**src/hdl/mlqs_pkg.sv**
```systemverilog
// Shared types, request and status codes, and default sizes for the multilevel queue scheduler.
package mlqs_pkg;

  localparam int DEF_NUM_LEVELS = 4;
  localparam int DEF_NUM_PROCS  = 64;

  localparam int REQ_W    = 3;
  localparam int LEVEL_W  = 2;
  localparam int PID_W    = 6;
  localparam int STATUS_W = 2;

  typedef enum logic [REQ_W-1:0] {
    REQ_ENQUEUE = 3'd0,
    REQ_PICK    = 3'd1,
    REQ_BOOST   = 3'd2,
    REQ_DROP    = 3'd3,
    REQ_MARK    = 3'd4
  } mlqs_req_t;

  typedef enum logic [STATUS_W-1:0] {
    STAT_OK    = 2'd0,
    STAT_FULL  = 2'd1,
    STAT_EMPTY = 2'd2
  } mlqs_status_t;

  typedef enum logic [1:0] {
    S_IDLE,
    S_EXEC,
    S_SCAN,
    S_CHECK
  } mlqs_state_t;

  typedef struct packed {
    logic [REQ_W-1:0]   req_type;
    logic [LEVEL_W-1:0] level;
    logic [PID_W-1:0]   proc_id;
  } mlqs_in_t;

  typedef struct packed {
    logic                granted;
    logic [PID_W-1:0]    chosen_id;
    logic [LEVEL_W-1:0]  chosen_level;
    logic [STATUS_W-1:0] status;
  } mlqs_out_t;

  // Commands from the controller to the datapath.
  typedef struct packed {
    logic load;        // capture the request
    logic exec_simple; // carry out enqueue, drop, mark or no-op and finish
    logic lvl_first;   // start the level walk
    logic lvl_next;    // move to the next level
    logic pop;         // read and pop the head of the current level
    logic boost_push;  // move the popped entry to level 0 if runnable
    logic fin_grant;   // finish a pick with a grant
    logic fin_empty;   // finish a pick with nothing runnable
    logic fin_boost;   // finish a boost
  } mlqs_cmd_t;

  // Status from the datapath to the controller.
  typedef struct packed {
    logic is_pick;
    logic is_boost;
    logic lvl_empty;
    logic lvl_last;
    logic head_ok;
  } mlqs_stat_t;

endpackage

```
**src/hdl/multilevel_queue_scheduler_top.sv**
```systemverilog
// Top level of the multilevel queue scheduler: controller and datapath joined.
//
//  Channel   Ports                     Transfer when
//  --------  ------------------------  ------------------------------------
//  request   start, busy, request      start high and busy low at a clock edge
//  result    done, result              done high, for exactly one cycle
//
// Enqueue, drop, mark-idle and unused codes go from the transfer through the
// execute state to the result strobe. A pick spends a scan state on each empty
// level and a scan and a check state on each head it pops. A boost walks the
// levels above 0 and drains each entry through a scan and a check state, as each
// entry needs a registered read through the queue memory's single read port.
// Reset empties every level and clears the runnable bits; the queue memory
// itself needs no clearing. The receiver cannot stall: each result is shown
// once, and busy falls in the cycle it appears, so the next request may
// transfer while it is on the ports.
module multilevel_queue_scheduler_top #(
  parameter int NUM_LEVELS = mlqs_pkg::DEF_NUM_LEVELS,
  parameter int NUM_PROCS  = mlqs_pkg::DEF_NUM_PROCS
) (
  input  logic                clk,
  input  logic                rst,
  input  logic                start,
  output logic                busy,
  input  mlqs_pkg::mlqs_in_t  request,
  output logic                done,
  output mlqs_pkg::mlqs_out_t result
);

  // Command and status bundles between the controller and the datapath.
  mlqs_pkg::mlqs_cmd_t  cmd;
  mlqs_pkg::mlqs_stat_t stat;

  // The controller drives busy, accepts start and sequences the level walks.
  mlqs_ctrl u_ctrl (
    .clk   (clk),
    .rst   (rst),
    .start (start),
    .stat  (stat),
    .busy  (busy),
    .cmd   (cmd)
  );

  // The datapath holds all queue state and registers the result.
  mlqs_dp #(
    .NUM_LEVELS (NUM_LEVELS),
    .NUM_PROCS  (NUM_PROCS)
  ) u_dp (
    .clk     (clk),
    .rst     (rst),
    .request (request),
    .cmd     (cmd),
    .stat    (stat),
    .done    (done),
    .result  (result)
  );

endmodule

```
**src/hdl/mlqs_ctrl.sv**
```systemverilog
// Controller state machine that sequences each request through the datapath.
module mlqs_ctrl (
  input  logic               clk,
  input  logic               rst,
  input  logic               start,
  input  mlqs_pkg::mlqs_stat_t stat,
  output logic               busy,
  output mlqs_pkg::mlqs_cmd_t  cmd
);

  mlqs_pkg::mlqs_state_t state;
  mlqs_pkg::mlqs_state_t state_next;

  always_ff @(posedge clk) begin
    if (rst) begin
      state <= mlqs_pkg::S_IDLE;
    end else begin
      state <= state_next;
    end
  end

  always_comb begin
    state_next = state;
    case (state)
      mlqs_pkg::S_IDLE: begin
        if (start) state_next = mlqs_pkg::S_EXEC;
      end
      mlqs_pkg::S_EXEC: begin
        if (stat.is_pick || stat.is_boost) state_next = mlqs_pkg::S_SCAN;
        else state_next = mlqs_pkg::S_IDLE;
      end
      mlqs_pkg::S_SCAN: begin
        if (!stat.lvl_empty) state_next = mlqs_pkg::S_CHECK;
        else if (stat.lvl_last) state_next = mlqs_pkg::S_IDLE;
      end
      mlqs_pkg::S_CHECK: begin
        if (stat.is_boost) state_next = mlqs_pkg::S_SCAN;
        else if (stat.head_ok || stat.lvl_last) state_next = mlqs_pkg::S_IDLE;
        else state_next = mlqs_pkg::S_SCAN;
      end
      default: state_next = mlqs_pkg::S_IDLE;
    endcase
  end

  always_comb begin
    cmd  = '0;
    busy = 1'b1;
    case (state)
      mlqs_pkg::S_IDLE: begin
        busy     = 1'b0;
        cmd.load = start;
      end
      mlqs_pkg::S_EXEC: begin
        if (stat.is_pick || stat.is_boost) cmd.lvl_first = 1'b1;
        else cmd.exec_simple = 1'b1;
      end
      mlqs_pkg::S_SCAN: begin
        if (!stat.lvl_empty) begin
          cmd.pop = 1'b1;
        end else if (!stat.lvl_last) begin
          cmd.lvl_next = 1'b1;
        end else begin
          cmd.fin_boost = stat.is_boost;
          cmd.fin_empty = !stat.is_boost;
        end
      end
      mlqs_pkg::S_CHECK: begin
        if (stat.is_boost) begin
          cmd.boost_push = 1'b1;
        end else if (stat.head_ok) begin
          cmd.fin_grant = 1'b1;
        end else if (stat.lvl_last) begin
          cmd.fin_empty = 1'b1;
        end else begin
          cmd.lvl_next = 1'b1;
        end
      end
      default: cmd = '0;
    endcase
  end

endmodule

```
**src/hdl/mlqs_dp.sv**
```systemverilog
// Datapath with the queue memory, head and tail pointers, runnable bits and result register.
module mlqs_dp #(
  parameter int NUM_LEVELS = mlqs_pkg::DEF_NUM_LEVELS,
  parameter int NUM_PROCS  = mlqs_pkg::DEF_NUM_PROCS
) (
  input  logic                 clk,
  input  logic                 rst,
  input  mlqs_pkg::mlqs_in_t   request,
  input  mlqs_pkg::mlqs_cmd_t  cmd,
  output mlqs_pkg::mlqs_stat_t stat,
  output logic                 done,
  output mlqs_pkg::mlqs_out_t  result
);

  localparam int LVL_W     = $clog2(NUM_LEVELS);
  localparam int PTR_W     = $clog2(NUM_PROCS);
  localparam int ADDR_W    = LVL_W + PTR_W;
  localparam int MEM_DEPTH = 2 ** ADDR_W;

  mlqs_pkg::mlqs_in_t             req;
  logic [LVL_W-1:0]               cur_lvl;
  logic [PTR_W-1:0]               head [NUM_LEVELS];
  logic [PTR_W-1:0]               tail [NUM_LEVELS];
  logic [NUM_PROCS-1:0]           runnable;
  logic [mlqs_pkg::PID_W-1:0]     mem [MEM_DEPTH];
  logic [mlqs_pkg::PID_W-1:0]     rdata;
  logic                           boost_full;
  mlqs_pkg::mlqs_out_t            result_next;

  logic [LVL_W-1:0]               req_lvl;
  logic                           req_lvl_ok;
  logic                           pid_ok;
  logic [PTR_W-1:0]               pid_idx;
  logic                           is_enq;
  logic                           is_drop;
  logic                           is_mark;
  logic                           enq_ok;
  logic                           drop_ok;
  logic                           head_ok;
  logic                           lvl0_full;
  logic                           push0;
  logic                           wr_en;
  logic [ADDR_W-1:0]              wr_addr;
  logic [mlqs_pkg::PID_W-1:0]     wr_data;
  logic [ADDR_W-1:0]              rd_addr;
  logic [mlqs_pkg::STATUS_W-1:0]  simple_status;

  function automatic logic [PTR_W-1:0] ptr_inc(input logic [PTR_W-1:0] p);
    ptr_inc = (p == PTR_W'(NUM_PROCS - 1)) ? '0 : p + 1'b1;
  endfunction

  assign req_lvl    = LVL_W'(req.level);
  assign req_lvl_ok = 32'(req.level) < NUM_LEVELS;
  assign pid_ok     = 32'(req.proc_id) < NUM_PROCS;
  assign pid_idx    = PTR_W'(req.proc_id);

  assign is_enq  = req.req_type == mlqs_pkg::REQ_ENQUEUE;
  assign is_drop = req.req_type == mlqs_pkg::REQ_DROP;
  assign is_mark = req.req_type == mlqs_pkg::REQ_MARK;

  assign enq_ok  = req_lvl_ok && pid_ok && (ptr_inc(tail[req_lvl]) != head[req_lvl]);
  assign drop_ok = req_lvl_ok && (head[req_lvl] != tail[req_lvl]);

  // An entry popped from memory is granted or promoted only if its slot is runnable.
  assign head_ok   = (32'(rdata) < NUM_PROCS) && runnable[PTR_W'(rdata)];
  assign lvl0_full = ptr_inc(tail[0]) == head[0];
  assign push0     = cmd.boost_push && head_ok && !lvl0_full;

  assign wr_en   = (cmd.exec_simple && is_enq && enq_ok) || push0;
  assign wr_addr = push0 ? {LVL_W'(0), tail[0]} : {req_lvl, tail[req_lvl]};
  assign wr_data = push0 ? rdata : req.proc_id;
  assign rd_addr = {cur_lvl, head[cur_lvl]};

  assign stat.is_pick   = req.req_type == mlqs_pkg::REQ_PICK;
  assign stat.is_boost  = req.req_type == mlqs_pkg::REQ_BOOST;
  assign stat.lvl_empty = head[cur_lvl] == tail[cur_lvl];
  assign stat.lvl_last  = cur_lvl == LVL_W'(NUM_LEVELS - 1);
  assign stat.head_ok   = head_ok;

  always_comb begin
    case (req.req_type)
      mlqs_pkg::REQ_ENQUEUE: simple_status = enq_ok ? mlqs_pkg::STAT_OK : mlqs_pkg::STAT_FULL;
      mlqs_pkg::REQ_DROP:    simple_status = drop_ok ? mlqs_pkg::STAT_OK : mlqs_pkg::STAT_EMPTY;
      default:               simple_status = mlqs_pkg::STAT_OK;
    endcase
  end

  always_ff @(posedge clk) begin
    if (cmd.load) req <= request;
  end

  always_ff @(posedge clk) begin
    if (cmd.lvl_first) begin
      cur_lvl <= stat.is_boost ? LVL_W'(1) : '0;
    end else if (cmd.lvl_next) begin
      cur_lvl <= cur_lvl + 1'b1;
    end
  end

  always_ff @(posedge clk) begin
    if (wr_en) mem[wr_addr] <= wr_data;
    if (cmd.pop) rdata <= mem[rd_addr];
  end

  always_ff @(posedge clk) begin
    if (rst) begin
      for (int i = 0; i < NUM_LEVELS; i++) begin
        head[i] <= '0;
        tail[i] <= '0;
      end
    end else begin
      if (cmd.pop) head[cur_lvl] <= ptr_inc(head[cur_lvl]);
      if (cmd.exec_simple && is_drop && drop_ok) head[req_lvl] <= ptr_inc(head[req_lvl]);
      if (cmd.exec_simple && is_enq && enq_ok) tail[req_lvl] <= ptr_inc(tail[req_lvl]);
      if (push0) tail[0] <= ptr_inc(tail[0]);
    end
  end

  always_ff @(posedge clk) begin
    if (rst) begin
      runnable <= '0;
    end else if (cmd.exec_simple) begin
      if (is_enq && enq_ok) runnable[pid_idx] <= 1'b1;
      if (is_mark && pid_ok) runnable[pid_idx] <= 1'b0;
    end
  end

  always_ff @(posedge clk) begin
    if (rst) begin
      boost_full <= 1'b0;
    end else if (cmd.lvl_first) begin
      boost_full <= 1'b0;
    end else if (cmd.boost_push && head_ok && lvl0_full) begin
      boost_full <= 1'b1;
    end
  end

  always_ff @(posedge clk) begin
    if (rst) begin
      done <= 1'b0;
    end else begin
      done <= cmd.exec_simple || cmd.fin_grant || cmd.fin_empty || cmd.fin_boost;
    end
  end

  always_comb begin
    result_next = '0;
    if (cmd.exec_simple) begin
      result_next.status = simple_status;
    end else if (cmd.fin_grant) begin
      result_next.granted      = 1'b1;
      result_next.chosen_id    = rdata;
      result_next.chosen_level = mlqs_pkg::LEVEL_W'(cur_lvl);
      result_next.status       = mlqs_pkg::STAT_OK;
    end else if (cmd.fin_empty) begin
      result_next.status = mlqs_pkg::STAT_EMPTY;
    end else begin
      result_next.status = boost_full ? mlqs_pkg::STAT_FULL : mlqs_pkg::STAT_OK;
    end
  end

  always_ff @(posedge clk) begin
    if (cmd.exec_simple || cmd.fin_grant || cmd.fin_empty || cmd.fin_boost) begin
      result <= result_next;
    end
  end

endmodule
```
**config.mk**
```make
export PLATFORM = sky130hd
export DESIGN_NAME = multilevel_queue_scheduler_top
export DESIGN_NICKNAME = d
export VERILOG_FILES = /design/src/hdl/mlqs_pkg.sv /design/src/hdl/multilevel_queue_scheduler_top.sv /design/src/hdl/mlqs_ctrl.sv /design/src/hdl/mlqs_dp.sv
export SDC_FILE = /design/constraint.sdc
export NUM_CORES = 2
export LEC_CHECK = 0
export BUFFER_PORTS_ARGS = -buffer_cell sky130_fd_sc_hd__buf_2
export CAP_MARGIN = 20
export CORE_ASPECT_RATIO = 1.75
export CORE_MARGIN = 2
export CORE_UTILIZATION = 59
export CTS_BUF_LIST = sky130_fd_sc_hd__clkbuf_4 sky130_fd_sc_hd__clkbuf_8
export CTS_CLUSTER_SIZE = 8
export DETAILED_ROUTE_END_ITERATION = 7
export GPL_ROUTABILITY_DRIVEN = 1
export HOLD_SLACK_MARGIN = 0.15
export PLACE_DENSITY = 0.83
export SLEW_MARGIN = 10
export SYNTH_ARGS = -nofsm -noshare
export SYNTH_HDL_FRONTEND = slang
export SYNTH_HIERARCHICAL = 1
export SYNTH_SLANG_ARGS = --single-unit
```
**constraint.sdc**
```tcl
create_clock -name clk -period 14.95 [get_ports clk]
set_input_delay 1.495 -clock clk [delete_from_list [all_inputs] [get_ports clk]]
set_output_delay 1.495 -clock clk [all_outputs]
set_load 0.01 [all_outputs]
```
==> impl_metrics.ini <==
[clock_tree]
post-cts-setup-buffers = 0
clock_sinks = 1684
cts_max_path_buffers = 3
cts-resized-gates = 0
clkTransAtPathRegs_ns = 0.06
cts_max_level = 4
cts-buffers-inserted = 230
clock-root-buffer = clkbuf_8
cts_hold_buffers = 0
cts_tree = done
clock_latency_ns = 0.92

[critical_path]
reg2reg_from = u_dp/rdata[2]
cp_common_cell = mux4_2
worstSetupPathType = reg2reg
path_cells = mux4_2, mux4_2, mux4_2, nand2_1, a41o_2, nand2_1, nand2_4, buf_4, buf_4
cp_data_arrival_time_ns = 6.64
crit_buf_inv = 2
crit_family = buffers and inverters
max_stage_delay_ns = 1.07
required_ns = 15.53
r2r_cells = 9
cp-startpoint = u_dp/rdata[2]
cp_max_fo = 97
timing.rr.end = u_dp/mem[45][1]
start_kind = flip-flop
crit_path_end_kind = flip-flop
r2r_setup_slack_ns = 8.89
slowest_stage = edfxtp_1

[grt]
grt-ovfl-total = 0
track_usage_pct = 30.2
grt_pass1_wl_mm = 267
grt_antenna_before_repair = 14
grt_max_degree = 257
grt_pass1_vias = 42135

[cells_and_area]
fin_nets = 4450
post-route-util_pct = 64.0
finalInstanceArea_sq_mm = 0.0749
areaGrowthSynthToFinish_pct = 7.63
fill_cells = 7517
multi_input_area_sq_mm = 0.0185
drive_gt1_share_pct = 15.6
register_area_sq_mm = 0.0499

[place]
placed_area_sq_mm = 0.0712
dp_hpwl_mm = 112
gp_congestion = 0.967
port_buffers = 26
dp_slack_ns = 9.06

[die]
die_w_um = 264
design.core.area_sq_mm = 0.117
dieArea_sq_mm = 0.121
start_util_pct = 59.5
die_h_um = 458
row_count = 166
num_io_pins = 27

[yosys]
ys_warn_count = 6
synth_area_per_cell_sq_um = 15.8
synthCells = 4394
yosysMostFrequentCell = edfxtp_1
yosysTopAreaCell = edfxtp_1
synthTopCellsByArea = edfxtp_1, mux4_2, mux2i_1
ys.flop_type = edfxtp_1
synthArstFlopShare_pct = 0
ys_ff_latch = 1684
synth_edf_count = 1614
synth_area_sq_mm = 0.0696
ys_seq_area_share_pct = 71.7
postSynthNetCount = 4413
synthTopCellsByCount = edfxtp_1, nand2_1, nor2_1, mux2i_1, mux4_2
ys_types = 85
synth_top_area_share_pct = 69.7

[detailed_routing]
num_vias = 42031
drt_iter0_drc = 5895
drt-pass1-iter-count = 8
drt_wl_total_mm = 184
viasPerCell = 7.00
wire_per_inst_um = 30.6
route.detailed.drc = 4
detail-route-antenna-nets = 0

[power_and_ir_drop]
powerDensity_mw_per_mm2 = 120
pwr-share-clk_pct = 34.0
p_seq_share_pct = 58.0
intPower_w = 0.00689
p_switching_w = 0.00210
irDropWorstVdd_uv = 101
report.power.total_w = 0.00899
switching_share_pct = 23.3
p_comb_share_pct = 7.9
leakage_nw = 23.4

[outcome]
status = finished, violations left
failed_checks = DRC

[sta]
fin_crit_ns = 6.06
fin_setup_tns_ns = 0
setup_ws_ns = 8.89
fin_crit_sh_pct = 40.5
setup_violations = 0
grt_setup_unrepaired = no
clock_skew_ns = 0.0558
hold_violations = 0
max_freq_mhz = 165
maxSlewHeadroom_pct = 8.99
final-max-slew-violation-count = 0
tightest_slew_ns = 1.37

[worst_hold_path]
hp-class = reg2reg
whs_path_depth = 2

[flow_run]
cap_viol_max_count = 0
worst reg2reg max path, cell delays in order, from the launching register on:
cell	delay (ns)
edfxtp_1	1.07
mux4_2	0.45
mux4_2	0.53
mux4_2	0.63
nand2_1	0.20
a41o_2	0.60
nand2_1	0.21
nand2_4	0.24
buf_4	0.84
buf_4	0.94
stage by stage:
stage,hold WS [ns],instances
final,0.553,6001
after global routing,0.574,5997
after CTS,0.553,5992
after detailed placement,0.542,5707
after global placement,0.531,5701
after floorplan,0.489,4394
cells by family after synthesis:
logic type | synth area share (%)
AO/OA/AOI/OAI | 7.80
XOR/XNOR | 0.390
adder cells (fa/ha/maj) | 0.0899
buffers and inverters | 2.08
flip-flops | 71.7
multiplexers | 10.2
AND/OR/NAND/NOR | 7.81
routing by layer:
layer  GRT usage (%)  up-vias  part of all wire, %
met5               0        -                0.058
met4            24.6       16                  9.4
met3            6.93      897                   11
met2            51.3     3111                   50
met1            32.4    20700                   30
li1                -    17307                    -
state kept, by name, indices dropped and copies added (netlist names), named ones only:
name / cells
u_dp/req_lvl: 2
u_dp/rdata: 6
u_dp/boost_full: 1
u_dp/mem: 1536
u_dp/pid_idx: 6
u_dp/head: 24
u_dp/done: 1
u_dp/cur_lvl: 2
u_dp/runnable: 63
u_dp/result: 11
u_dp/req: 3
u_dp/tail: 24
u_ctrl/state: 2
power by group through the flow:
stage | clock [W] | sequential [W] | combinational [W]
2_1_floorplan | 0 | 0.00533 | 0.000430
3_3_place_gp | 0 | 0.00532 | 0.000664
3_5_place_dp | 0 | 0.00532 | 0.000684
4_1_cts | 0.00308 | 0.00522 | 0.000686
5_1_grt | 0.00326 | 0.00522 | 0.000731
6_report | 0.00306 | 0.00522 | 0.000713
placed cells by master, fill, tap and decap left out, drive strengths merged, types with 23 or more instances in the layout:
cell / n
a21oi: 72
and3: 36
clkbuf: 272
mux2i: 250
a22oi: 43
mux2: 23
buf: 118
nor3: 79
nor2: 290
edfxtp: 1614
o21ai: 73
and2: 121
nand2: 463
a31oi: 135
mux4: 191
dfxtp: 70
a311oi: 68
a211oi: 174
nand3: 36
o221ai: 26
worst max-delay path by stage:
| stage | end | cells after the start |
|---|---|---|
| 3_5_place_dp | u_dp/mem[47][1] | 10 |
| 3_3_place_gp | u_dp/mem[60][1] | 9 |
| 5_1_grt | u_dp/mem[220][1] | 10 |
| 2_1_floorplan | u_dp/mem[0][4] | 10 |
| 4_1_cts | u_dp/mem[220][1] | 10 |
| 6_report | u_dp/mem[45][1] | 9 |
cell type report:
| class | count | share of cell area (%) |
|---|---|---|
| multi-input cells | 2387 | 24.7 |
| diodes | 5 | 0.0167 |
| clock inverters | 14 | 0.179 |
| well taps | 1512 | 2.53 |
| flip-flops and latches | 1684 | 66.6 |
| clock buffers | 271 | 4.68 |
| repair buffers | 119 | 1.20 |
| inverters | 9 | 0.0652 |
(Power assumes the default switching activity.)
